[config.mk]
export PLATFORM = sky130hd
export DESIGN_NAME = link_health_supervisor_core
export DESIGN_NICKNAME = d
export VERILOG_FILES = /design/src/rtl/core/lhs_pkg.sv /design/src/rtl/core/lhs_front.sv /design/src/rtl/core/lhs_queue.sv /design/src/rtl/core/lhs_back.sv /design/src/rtl/core/link_health_supervisor_core.sv
export VERILOG_INCLUDE_DIRS = /design/src /design/src/rtl/core
export SDC_FILE = /design/constraint.sdc
export NUM_CORES = 2
export LEC_CHECK = 0
export ABC_AREA = 1
export BUFFER_PORTS_ARGS = -buffer_cell sky130_fd_sc_hd__buf_2
export CORE_MARGIN = 8
export CORE_UTILIZATION = 58
export DETAILED_ROUTE_END_ITERATION = 16
export HOLD_SLACK_MARGIN = 0.15
export PLACE_DENSITY = 0.73
export SETUP_SLACK_MARGIN = 0.2
export SLEW_MARGIN = 5
export SYNTH_ARGS = -nofsm -noshare
export SYNTH_HDL_FRONTEND = slang
export SYNTH_SLANG_ARGS = --single-unit
[constraint.sdc]
create_clock -name clk -period 8.5 [get_ports clk]
set_clock_uncertainty 0.15 [all_clocks]
set_input_delay 1.275 -clock clk [delete_from_list [all_inputs] [get_ports clk]]
set_output_delay 1.275 -clock clk [all_outputs]
set_load 0.005 [all_outputs]
[src/rtl/core/assert_macros.svh]
// Assertion helpers shared by the supervisor RTL.
// Both macros expect a clock named clk; LHS_ASSERT also expects an active-low reset named rst_n.
`ifndef ASSERT_MACROS_SVH
`define ASSERT_MACROS_SVH

// Property checked only while the block is out of reset.
`define LHS_ASSERT(label, prop, msg) \
  label: assert property (@(posedge clk) disable iff (!rst_n) (prop)) else $error(msg);

// Property checked at every clock edge, reset included.
`define LHS_ASSERT_ALWAYS(label, prop, msg) \
  label: assert property (@(posedge clk) (prop)) else $error(msg);

`endif

[src/rtl/core/lhs_pkg.sv]
package lhs_pkg;

  // Width of every millisecond time stamp and interval.
  localparam int TIME_W = 32;

  // Width of the register index of the configuration port.
  localparam int CFG_IDX_W = 3;

  // Reset values of the configuration registers.
  localparam logic [TIME_W-1:0] CHECK_PERIOD_RST        = TIME_W'(30 * 1000);
  localparam logic [TIME_W-1:0] SERVICE_START_LIMIT_RST = TIME_W'(5 * 60 * 1000);
  localparam logic [TIME_W-1:0] RECONNECT_PERIOD_RST    = TIME_W'(60 * 1000);
  localparam logic [TIME_W-1:0] LINK_DOWN_LIMIT_RST     = TIME_W'(30 * 60 * 1000);
  localparam logic [TIME_W-1:0] RESYNC_PERIOD_RST       = TIME_W'(5 * 60 * 1000);
  localparam logic [TIME_W-1:0] PROBE_PERIOD_RST        = TIME_W'(5 * 60 * 1000);
  localparam logic [TIME_W-1:0] PERIPHERAL_LIMIT_RST    = TIME_W'(30 * 60 * 1000);
  localparam logic [TIME_W-1:0] START_TIME_RST          = '0;

  typedef enum logic [CFG_IDX_W-1:0] {
    CFG_CHECK_PERIOD        = 3'd0,
    CFG_SERVICE_START_LIMIT = 3'd1,
    CFG_RECONNECT_PERIOD    = 3'd2,
    CFG_LINK_DOWN_LIMIT     = 3'd3,
    CFG_RESYNC_PERIOD       = 3'd4,
    CFG_PROBE_PERIOD        = 3'd5,
    CFG_PERIPHERAL_LIMIT    = 3'd6,
    CFG_START_TIME          = 3'd7
  } cfg_idx_t;

  typedef enum logic [2:0] {
    CAUSE_NONE     = 3'd0,
    CAUSE_SERVICE  = 3'd1,
    CAUSE_WIRELESS = 3'd2,
    CAUSE_UNSYNCED = 3'd3,
    CAUSE_SILENT   = 3'd4
  } cause_t;

  // One poll after classification by the front end.
  typedef struct packed {
    logic [TIME_W-1:0] now;
    logic              svc_up;
    logic              wl_check;
    logic              wl_down;
    logic              pr_check;
    logic              pr_synced;
    logic              rx_seen;
    logic [TIME_W-1:0] last_rx;
  } poll_t;

  // One result beat.
  typedef struct packed {
    logic   check_ran;
    logic   reconnect;
    logic   resync;
    logic   probe;
    logic   reboot;
    cause_t cause;
  } result_t;

  // True when the wrapping distance from since to now has reached limit.
  function automatic logic passed(logic [TIME_W-1:0] now, logic [TIME_W-1:0] since,
                                  logic [TIME_W-1:0] limit);
    logic [TIME_W-1:0] diff;
    diff = now - since;
    return diff >= limit;
  endfunction

endpackage

[src/rtl/core/lhs_front.sv]
module lhs_front (
  input  logic                      in_valid,
  output logic                      in_stall,
  input  logic [lhs_pkg::TIME_W-1:0] in_now_ms,
  input  logic                      in_service_up,
  input  logic                      in_mode_known,
  input  logic                      in_station_mode,
  input  logic                      in_has_address,
  input  logic                      in_peer_status_known,
  input  logic                      in_peer_synced,
  input  logic [lhs_pkg::TIME_W-1:0] in_last_receive_ms,
  input  logic                      q_full,
  output logic                      q_push,
  output lhs_pkg::poll_t            q_wdata
);

  // A beat is taken whenever the queue has room.
  assign in_stall = q_full;
  assign q_push   = in_valid & ~q_full;

  // Reduce the raw flags to the conditions the checker acts on.
  always_comb begin
    q_wdata.now       = in_now_ms;
    q_wdata.svc_up    = in_service_up;
    q_wdata.wl_check  = in_mode_known;
    q_wdata.wl_down   = in_station_mode & ~in_has_address;
    q_wdata.pr_check  = in_peer_status_known;
    q_wdata.pr_synced = in_peer_synced;
    q_wdata.rx_seen   = (in_last_receive_ms != '0);
    q_wdata.last_rx   = in_last_receive_ms;
  end

endmodule

[src/rtl/core/lhs_queue.sv]
`include "assert_macros.svh"

module lhs_queue #(
  parameter int DEPTH = 2
) (
  input  logic           clk,
  input  logic           rst_n,
  input  logic           push,
  input  lhs_pkg::poll_t wdata,
  output logic           full,
  input  logic           pop,
  output logic           not_empty,
  output lhs_pkg::poll_t rdata
);

  localparam int PTR_W = $clog2(DEPTH);
  localparam int CNT_W = $clog2(DEPTH + 1);

  lhs_pkg::poll_t   slot_r [DEPTH];
  logic [PTR_W-1:0] wr_ptr_r, wr_ptr_nxt;
  logic [PTR_W-1:0] rd_ptr_r, rd_ptr_nxt;
  logic [CNT_W-1:0] cnt_r, cnt_nxt;

  assign full      = (cnt_r == CNT_W'(DEPTH));
  assign not_empty = (cnt_r != '0);
  assign rdata     = slot_r[rd_ptr_r];

  // Pointer and fill-count update.
  always_comb begin
    wr_ptr_nxt = wr_ptr_r;
    rd_ptr_nxt = rd_ptr_r;
    if (push) begin
      wr_ptr_nxt = (wr_ptr_r == PTR_W'(DEPTH - 1)) ? '0 : wr_ptr_r + 1'b1;
    end
    if (pop) begin
      rd_ptr_nxt = (rd_ptr_r == PTR_W'(DEPTH - 1)) ? '0 : rd_ptr_r + 1'b1;
    end
    cnt_nxt = cnt_r + CNT_W'(push) - CNT_W'(pop);
  end

  always_ff @(posedge clk) begin
    if (!rst_n) begin
      wr_ptr_r <= '0;
      rd_ptr_r <= '0;
      cnt_r    <= '0;
    end else begin
      wr_ptr_r <= wr_ptr_nxt;
      rd_ptr_r <= rd_ptr_nxt;
      cnt_r    <= cnt_nxt;
    end
  end

  // Storage slots carry no reset.
  always_ff @(posedge clk) begin
    if (push) begin
      slot_r[wr_ptr_r] <= wdata;
    end
  end

  `LHS_ASSERT(a_q_no_overflow, cnt_r <= CNT_W'(DEPTH), "queue fill count above depth")
  `LHS_ASSERT(a_q_no_underflow, (cnt_r == '0) |-> !pop, "pop from an empty queue")

endmodule

[src/rtl/core/lhs_back.sv]
`include "assert_macros.svh"

module lhs_back (
  input  logic                         clk,
  input  logic                         rst_n,
  input  logic                         cfg_we,
  input  logic [lhs_pkg::CFG_IDX_W-1:0] cfg_index,
  input  logic [lhs_pkg::TIME_W-1:0]    cfg_wdata,
  input  logic                         q_not_empty,
  input  lhs_pkg::poll_t               q_rdata,
  output logic                         q_pop,
  output logic                         out_valid,
  input  logic                         out_stall,
  output lhs_pkg::result_t             out_res
);

  localparam int TW = lhs_pkg::TIME_W;

  // Configuration registers.
  logic [TW-1:0] check_period_r, svc_limit_r, reconnect_period_r, down_limit_r;
  logic [TW-1:0] resync_period_r, probe_period_r, periph_limit_r, start_time_r;

  // Supervision state.
  logic [TW-1:0] last_check_r, last_check_nxt;
  logic [TW-1:0] down_since_r, down_since_nxt;
  logic [TW-1:0] last_reconn_r, last_reconn_nxt;
  logic [TW-1:0] sync_lost_at_r, sync_lost_at_nxt;
  logic [TW-1:0] last_resync_r, last_resync_nxt;
  logic [TW-1:0] last_probe_r, last_probe_nxt;
  logic          halted_r, halted_nxt;

  // Output register.
  logic             out_valid_r, out_valid_nxt;
  lhs_pkg::result_t res_r, res_nxt;

  // Evaluation terms.
  logic          run, svc_fail, wl_act, wl_fail, pr_act, pr_unsync, pr_sync;
  logic          rc_req, rs_req, pb_req, unsync_fail, silent_fail;
  logic [TW-1:0] down_eff, unsync_eff, now;

  assign out_valid = out_valid_r;
  assign out_res   = res_r;

  // A queued poll moves on whenever the output register is free or being emptied.
  assign q_pop = q_not_empty & (~out_valid_r | ~out_stall);
  assign now   = q_rdata.now;

  // Configuration writes.
  always_ff @(posedge clk) begin
    if (!rst_n) begin
      check_period_r     <= lhs_pkg::CHECK_PERIOD_RST;
      svc_limit_r        <= lhs_pkg::SERVICE_START_LIMIT_RST;
      reconnect_period_r <= lhs_pkg::RECONNECT_PERIOD_RST;
      down_limit_r       <= lhs_pkg::LINK_DOWN_LIMIT_RST;
      resync_period_r    <= lhs_pkg::RESYNC_PERIOD_RST;
      probe_period_r     <= lhs_pkg::PROBE_PERIOD_RST;
      periph_limit_r     <= lhs_pkg::PERIPHERAL_LIMIT_RST;
      start_time_r       <= lhs_pkg::START_TIME_RST;
    end else if (cfg_we) begin
      case (lhs_pkg::cfg_idx_t'(cfg_index))
        lhs_pkg::CFG_CHECK_PERIOD:        check_period_r     <= cfg_wdata;
        lhs_pkg::CFG_SERVICE_START_LIMIT: svc_limit_r        <= cfg_wdata;
        lhs_pkg::CFG_RECONNECT_PERIOD:    reconnect_period_r <= cfg_wdata;
        lhs_pkg::CFG_LINK_DOWN_LIMIT:     down_limit_r       <= cfg_wdata;
        lhs_pkg::CFG_RESYNC_PERIOD:       resync_period_r    <= cfg_wdata;
        lhs_pkg::CFG_PROBE_PERIOD:        probe_period_r     <= cfg_wdata;
        lhs_pkg::CFG_PERIPHERAL_LIMIT:    periph_limit_r     <= cfg_wdata;
        lhs_pkg::CFG_START_TIME:          start_time_r       <= cfg_wdata;
        default: ;
      endcase
    end
  end

  // Health check: all interval compares run side by side, then the cause is chosen in order.
  always_comb begin
    run = ~halted_r & ((last_check_r == '0) | lhs_pkg::passed(now, last_check_r, check_period_r));

    svc_fail = ~q_rdata.svc_up & lhs_pkg::passed(now, start_time_r, svc_limit_r);

    // Wireless link.
    wl_act   = ~svc_fail & q_rdata.wl_check;
    down_eff = (down_since_r == '0) ? now : down_since_r;
    rc_req   = wl_act & q_rdata.wl_down &
               ((last_reconn_r == '0) | lhs_pkg::passed(now, last_reconn_r, reconnect_period_r));
    wl_fail  = wl_act & q_rdata.wl_down & lhs_pkg::passed(now, down_eff, down_limit_r);

    // Peripheral link.
    pr_act      = ~svc_fail & ~wl_fail & q_rdata.pr_check;
    pr_unsync   = pr_act & ~q_rdata.pr_synced;
    pr_sync     = pr_act & q_rdata.pr_synced;
    unsync_eff  = (sync_lost_at_r == '0) ? now : sync_lost_at_r;
    rs_req      = pr_unsync &
                  ((last_resync_r == '0) | lhs_pkg::passed(now, last_resync_r, resync_period_r));
    unsync_fail = pr_unsync & lhs_pkg::passed(now, unsync_eff, periph_limit_r);
    pb_req      = pr_sync & q_rdata.rx_seen &
                  ((last_probe_r == '0) | lhs_pkg::passed(now, last_probe_r, probe_period_r)) &
                  lhs_pkg::passed(now, q_rdata.last_rx, probe_period_r);
    silent_fail = pr_sync & q_rdata.rx_seen &
                  lhs_pkg::passed(now, q_rdata.last_rx, periph_limit_r);
  end

  // Result of the poll at the head of the queue.
  always_comb begin
    res_nxt.check_ran = run;
    res_nxt.reconnect = run & rc_req;
    res_nxt.resync    = run & rs_req;
    res_nxt.probe     = run & pb_req;
    res_nxt.cause     = lhs_pkg::CAUSE_NONE;
    if (run) begin
      if (svc_fail) begin
        res_nxt.cause = lhs_pkg::CAUSE_SERVICE;
      end else if (wl_fail) begin
        res_nxt.cause = lhs_pkg::CAUSE_WIRELESS;
      end else if (unsync_fail) begin
        res_nxt.cause = lhs_pkg::CAUSE_UNSYNCED;
      end else if (silent_fail) begin
        res_nxt.cause = lhs_pkg::CAUSE_SILENT;
      end
    end
    res_nxt.reboot = (res_nxt.cause != lhs_pkg::CAUSE_NONE);
  end

  // State update, taken only when a check runs on a popped poll.
  always_comb begin
    last_check_nxt   = last_check_r;
    down_since_nxt   = down_since_r;
    last_reconn_nxt  = last_reconn_r;
    sync_lost_at_nxt = sync_lost_at_r;
    last_resync_nxt  = last_resync_r;
    last_probe_nxt   = last_probe_r;
    halted_nxt       = halted_r;
    if (q_pop && run) begin
      last_check_nxt = now;
      if (wl_act) begin
        down_since_nxt = q_rdata.wl_down ? down_eff : '0;
      end
      if (rc_req) begin
        last_reconn_nxt = now;
      end
      if (pr_unsync) begin
        sync_lost_at_nxt = unsync_eff;
        if (rs_req) begin
          last_resync_nxt = now;
        end
      end else if (pr_sync) begin
        sync_lost_at_nxt = '0;
        last_resync_nxt  = '0;
      end
      if (pb_req) begin
        last_probe_nxt = now;
      end
      halted_nxt = res_nxt.reboot;
    end
  end

  // Output register handshake.
  always_comb begin
    out_valid_nxt = out_valid_r;
    if (q_pop) begin
      out_valid_nxt = 1'b1;
    end else if (!out_stall) begin
      out_valid_nxt = 1'b0;
    end
  end

  always_ff @(posedge clk) begin
    if (!rst_n) begin
      last_check_r   <= '0;
      down_since_r   <= '0;
      last_reconn_r  <= '0;
      sync_lost_at_r <= '0;
      last_resync_r  <= '0;
      last_probe_r   <= '0;
      halted_r       <= 1'b0;
      out_valid_r    <= 1'b0;
    end else begin
      last_check_r   <= last_check_nxt;
      down_since_r   <= down_since_nxt;
      last_reconn_r  <= last_reconn_nxt;
      sync_lost_at_r <= sync_lost_at_nxt;
      last_resync_r  <= last_resync_nxt;
      last_probe_r   <= last_probe_nxt;
      halted_r       <= halted_nxt;
      out_valid_r    <= out_valid_nxt;
    end
  end

  // Result payload carries no reset.
  always_ff @(posedge clk) begin
    if (q_pop) begin
      res_r <= res_nxt;
    end
  end

  `LHS_ASSERT(a_reboot_halts, (q_pop && res_nxt.reboot) |=> halted_r,
              "reboot result did not latch halted")
  `LHS_ASSERT(a_halt_sticks, halted_r |=> halted_r, "halted cleared without reset")
  `LHS_ASSERT(a_halted_quiet, (q_pop && halted_r) |=> (!res_r.check_ran && !res_r.reboot),
              "check ran while halted")

endmodule

[src/rtl/core/link_health_supervisor_core.sv]
// Link health supervisor.
// Each input beat is one supervisor poll (time stamp plus service, wireless and
// peripheral status); each poll yields exactly one result beat carrying the
// check flag, the reconnect, resync and probe requests and any reboot cause.
// The user is to write the configuration registers through cfg_we, cfg_index and
// cfg_wdata only while no poll is in flight (not enforced by the block); writes
// take effect at the next clock edge. An accepted poll waits in the queue and
// is then checked into the output register. Throughput: one poll per cycle
// while out_stall is low, set by the back-end check, where all interval
// compares run in parallel against the stored time stamps. A two-entry queue
// sits between the input side and the check; when the result channel stalls,
// the output register holds its beat and the queue fills until in_stall rises.
// Reset clears all stored time stamps and the halted flag, empties the queue and
// loads the default intervals. After a reboot result the block stays halted and
// answers every further poll with an all-zero result until the next reset.
module link_health_supervisor_core #(
  parameter int QUEUE_DEPTH = 2
) (
  input  logic                          clk,
  input  logic                          rst_n,
  input  logic                          cfg_we,
  input  logic [lhs_pkg::CFG_IDX_W-1:0] cfg_index,
  input  logic [lhs_pkg::TIME_W-1:0]    cfg_wdata,
  input  logic                          in_valid,
  output logic                          in_stall,
  input  logic [lhs_pkg::TIME_W-1:0]    in_now_ms,
  input  logic                          in_service_up,
  input  logic                          in_mode_known,
  input  logic                          in_station_mode,
  input  logic                          in_has_address,
  input  logic                          in_peer_status_known,
  input  logic                          in_peer_synced,
  input  logic [lhs_pkg::TIME_W-1:0]    in_last_receive_ms,
  output logic                          out_valid,
  input  logic                          out_stall,
  output logic                          out_check_ran,
  output logic                          out_reconnect_request,
  output logic                          out_resync_request,
  output logic                          out_probe_request,
  output logic                          out_reboot_request,
  output logic [2:0]                    out_reboot_cause
);

  logic             q_full, q_push, q_pop, q_not_empty;
  lhs_pkg::poll_t   q_wdata, q_rdata;
  lhs_pkg::result_t res;

  // Input side: classify and enqueue.
  lhs_front u_front (
    .in_valid             (in_valid),
    .in_stall             (in_stall),
    .in_now_ms            (in_now_ms),
    .in_service_up        (in_service_up),
    .in_mode_known        (in_mode_known),
    .in_station_mode      (in_station_mode),
    .in_has_address       (in_has_address),
    .in_peer_status_known (in_peer_status_known),
    .in_peer_synced       (in_peer_synced),
    .in_last_receive_ms   (in_last_receive_ms),
    .q_full               (q_full),
    .q_push               (q_push),
    .q_wdata              (q_wdata)
  );

  lhs_queue #(
    .DEPTH (QUEUE_DEPTH)
  ) u_queue (
    .clk       (clk),
    .rst_n     (rst_n),
    .push      (q_push),
    .wdata     (q_wdata),
    .full      (q_full),
    .pop       (q_pop),
    .not_empty (q_not_empty),
    .rdata     (q_rdata)
  );

  // Check side: state, configuration and output register.
  lhs_back u_back (
    .clk         (clk),
    .rst_n       (rst_n),
    .cfg_we      (cfg_we),
    .cfg_index   (cfg_index),
    .cfg_wdata   (cfg_wdata),
    .q_not_empty (q_not_empty),
    .q_rdata     (q_rdata),
    .q_pop       (q_pop),
    .out_valid   (out_valid),
    .out_stall   (out_stall),
    .out_res     (res)
  );

  assign out_check_ran         = res.check_ran;
  assign out_reconnect_request = res.reconnect;
  assign out_resync_request    = res.resync;
  assign out_probe_request     = res.probe;
  assign out_reboot_request    = res.reboot;
  assign out_reboot_cause      = res.cause;

endmodule

==> qor.csv <==
metric;value;unit
clock transition at the registers of the reported paths;0.07;ns
GRT Total Usage;0.314;
setup bufs post-CTS;0;
Horiz. Die Dim;281;µm
initial antenna violation count;10;
outcome;finished clean;
Fmax achieved;133;MHz
GR Overflow Total;0;
Worst Tran Pin Value;1.27;ns
CP startpoint kind;flop;
Async S/R FF share, synth;0;
CTS tree;done;
Final Setup Violations;0;
Min Hold Slack;0.306;ns
Setup WS pre-CTS;1.11;ns
synth top area cells;dfxtp_1 (22%), ha_1 (16%), edfxtp_1 (11%);
Max-cap violations;0;
minimum clock period after layout;7.52;ns
RSZ-0062 raised after global routing;false;
CORE AREA;0.0699;mm²
largest delay contributor family on the critical path;simple AND/OR/NAND/NOR gates;
Die Area;0.0792;mm²
Final nets;6089;
Initial DRT Pass Iterations;8;
Worst slew margin;0.145;
Hold Path Class;reg -> reg;
#FFs+latches synth;603;
Crit. End Element;flop;
GPL Wtd Cong;1.01;
Layout area overhead;10.1;%
Critical-path top delay cell;nor2_8;
setup total negative slack;0;ns
Post-synth EDFFs;148;
hold path startpoint;u_queue.rd_ptr_r;
routed via count;37600;
CP max FO;33;
Detailed Route WL;129000;µm
ratio of cells with drive above 1 in the final layout;0.0723;
global-route wire length before repair;194000;µm
Die H;281;µm
Ys Warns;0;
clock root cell;clkbuf_16;
Final WS setup;0.981;ns
post-route ant nets;0;
starting DRC count in detailed routing;3797;
area leader, netlist;dfxtp_1;
clock buffer depth;3;
cts bufs inserted;69;
cts hold-fix bufs;0;
Yosys top cell area share;0.223;
Seq/Total Area, Yosys;0.332;
number of placement rows;97;
Initial Util;0.584;
H-tree levels;3;
Mapped Cells;5330;
I/O pin count;120;
vias in the first global route;34100;
DR WL/cell;20.0;µm
critical path data arrival time;7.83;ns
Final Hold Vio Count;0;
syn avg cell area;7.67;µm²
Req. time, crit path;8.82;ns
post-cts sizing count;0;
port bufs;119;
Final Cycle Share;0.885;
Setup CP Type;reg -> reg;
DRC Markers;0;
hpwl dp;95100;µm
CP max stage delay;0.51;ns
ys flop type;dfxtp_1;
largest net degree at the start of global routing;106;
Syn Nets;5986;
Clock Sink Count;603;
Cell variety after synth;56;
routed vias/inst;5.83;
post-synth design cell area;0.0409;mm²
worst skew pair latency;0.63;ns
Slew Limit Fails;0;
CP Buf/Inv Count;4;
-- worst register-to-register path: cells and delay by family (launching register included) --
family	cells	cell delay, ns
fa+ha+maj	2	0.68
xor+xnor	1	0.11
compound gates	9	1.78
buf+inv	4	1.25
simple gates	14	3.10
flops	1	0.32
-- cells in the mapped netlist, types with 8 or more instances --
cell type	instances
inv_1	705
nor4_1	57
a21boi_0	22
xor2_1	152
edfxtp_1	148
nand2_1	858
a21oi_1	837
or2_2	57
nand4_1	59
o21ai_1	37
xnor2_1	90
dfxtp_1	455
nor3_1	41
o21ai_0	373
fa_1	8
mux2i_1	32
buf_2	23
a31oi_1	38
o21bai_1	10
a211oi_1	9
a21o_1	15
nor2_1	342
buf_4	8
o21a_1	25
ha_1	538
clkbuf_1	117
o211ai_1	77
nand3_1	119
-- flip-flops by register name (all words and copies together) (netlist names), named ones only --
| register | count |
|---|---|
| u_back.periph_limit_r | 32 |
| u_back.last_resync_r | 32 |
| u_back.svc_limit_r | 32 |
| u_back.out_valid | 1 |
| u_back.halted_r | 1 |
| u_back.down_limit_r | 32 |
| u_back.probe_period_r | 32 |
| u_back.out_res | 8 |
| u_back.reconnect_period_r | 32 |
| u_back.check_period_r | 32 |
| u_back.resync_period_r | 32 |
| u_queue.wr_ptr_r | 1 |
| u_queue.slot_r | 140 |
| u_back.sync_lost_at_r | 32 |
| u_back.last_check_r | 32 |
| u_back.down_since_r | 32 |
| u_queue.rd_ptr_r | 1 |
| u_queue.cnt_r | 2 |
| u_back.start_time_r | 32 |
| u_back.last_probe_r | 32 |
| u_back.last_reconn_r | 32 |
-- cell type report --
cell class,count,area [µm²]
clock buffer,89,1900
inverter,713,2680
clock inverter,38,534
fill,6210,24900
tap,940,1180
antenna,14,35.0
timing repair buffer,187,1110
multi-input combinational,3859,24000
sequential,603,13600
-- cell usage in the layout, fill, tap and decap left out, types with 57 or more instances in the layout --
| cell type | netlist | routed |
|---|---|---|
| a21oi_1 | 837 | 837 |
| buf_2 | 23 | 118 |
| buf_4 | 8 | 68 |
| clkbuf_16 | 0 | 70 |
| dfxtp_1 | 455 | 454 |
| edfxtp_1 | 148 | 148 |
| ha_1 | 538 | 538 |
| inv_1 | 705 | 705 |
| nand2_1 | 858 | 858 |
| nand3_1 | 119 | 119 |
| nand4_1 | 59 | 59 |
| nor2_1 | 342 | 338 |
| nor4_1 | 57 | 57 |
| o211ai_1 | 77 | 77 |
| o21ai_0 | 373 | 373 |
| or2_2 | 57 | 57 |
| xnor2_1 | 90 | 90 |
| xor2_1 | 152 | 152 |
-- metrics by stage --
step,utilization,instance area (µm²),cells
5_1_grt,0.643,45000,6429
3_3_place_gp,0.608,42500,6302
2_1_floorplan,-,40900,5330
6_report,0.644,45000,6443
4_1_cts,0.643,45000,6429
3_5_place_dp,0.608,42500,6302
-- final timing paths --
kind | to | slack, ns | cells after the start
worst max-delay path | u_back.last_resync_r[16] | 0.98 | 30
worst max register to register | u_back.last_resync_r[16] | 0.98 | 30
worst min register to register | u_queue.rd_ptr_r | 0.31 | 1
worst min-delay path | u_queue.rd_ptr_r | 0.31 | 1
-- logic make-up after synthesis --
family / Yosys count / share of synthesized area
compound gates: 1487 / 0.197
simple gates: 1552 / 0.161
fa+ha+maj: 546 / 0.169
mux: 32 / 0.00784
xor+xnor: 242 / 0.0519
flops: 603 / 0.332
buf+inv: 868 / 0.0818
-- metal layers --
| layer | part of all wire | track usage |
|---|---|---|
| met5 | 0.00010 | 0 |
| met3 | 0.093 | 0.0460 |
| met1 | 0.45 | 0.450 |
| met2 | 0.41 | 0.467 |
| met4 | 0.047 | 0.137 |
Power is left out: the tool's default activity adds up to more than one toggle a clock period on the data nets, which glitch-free logic cannot reach.
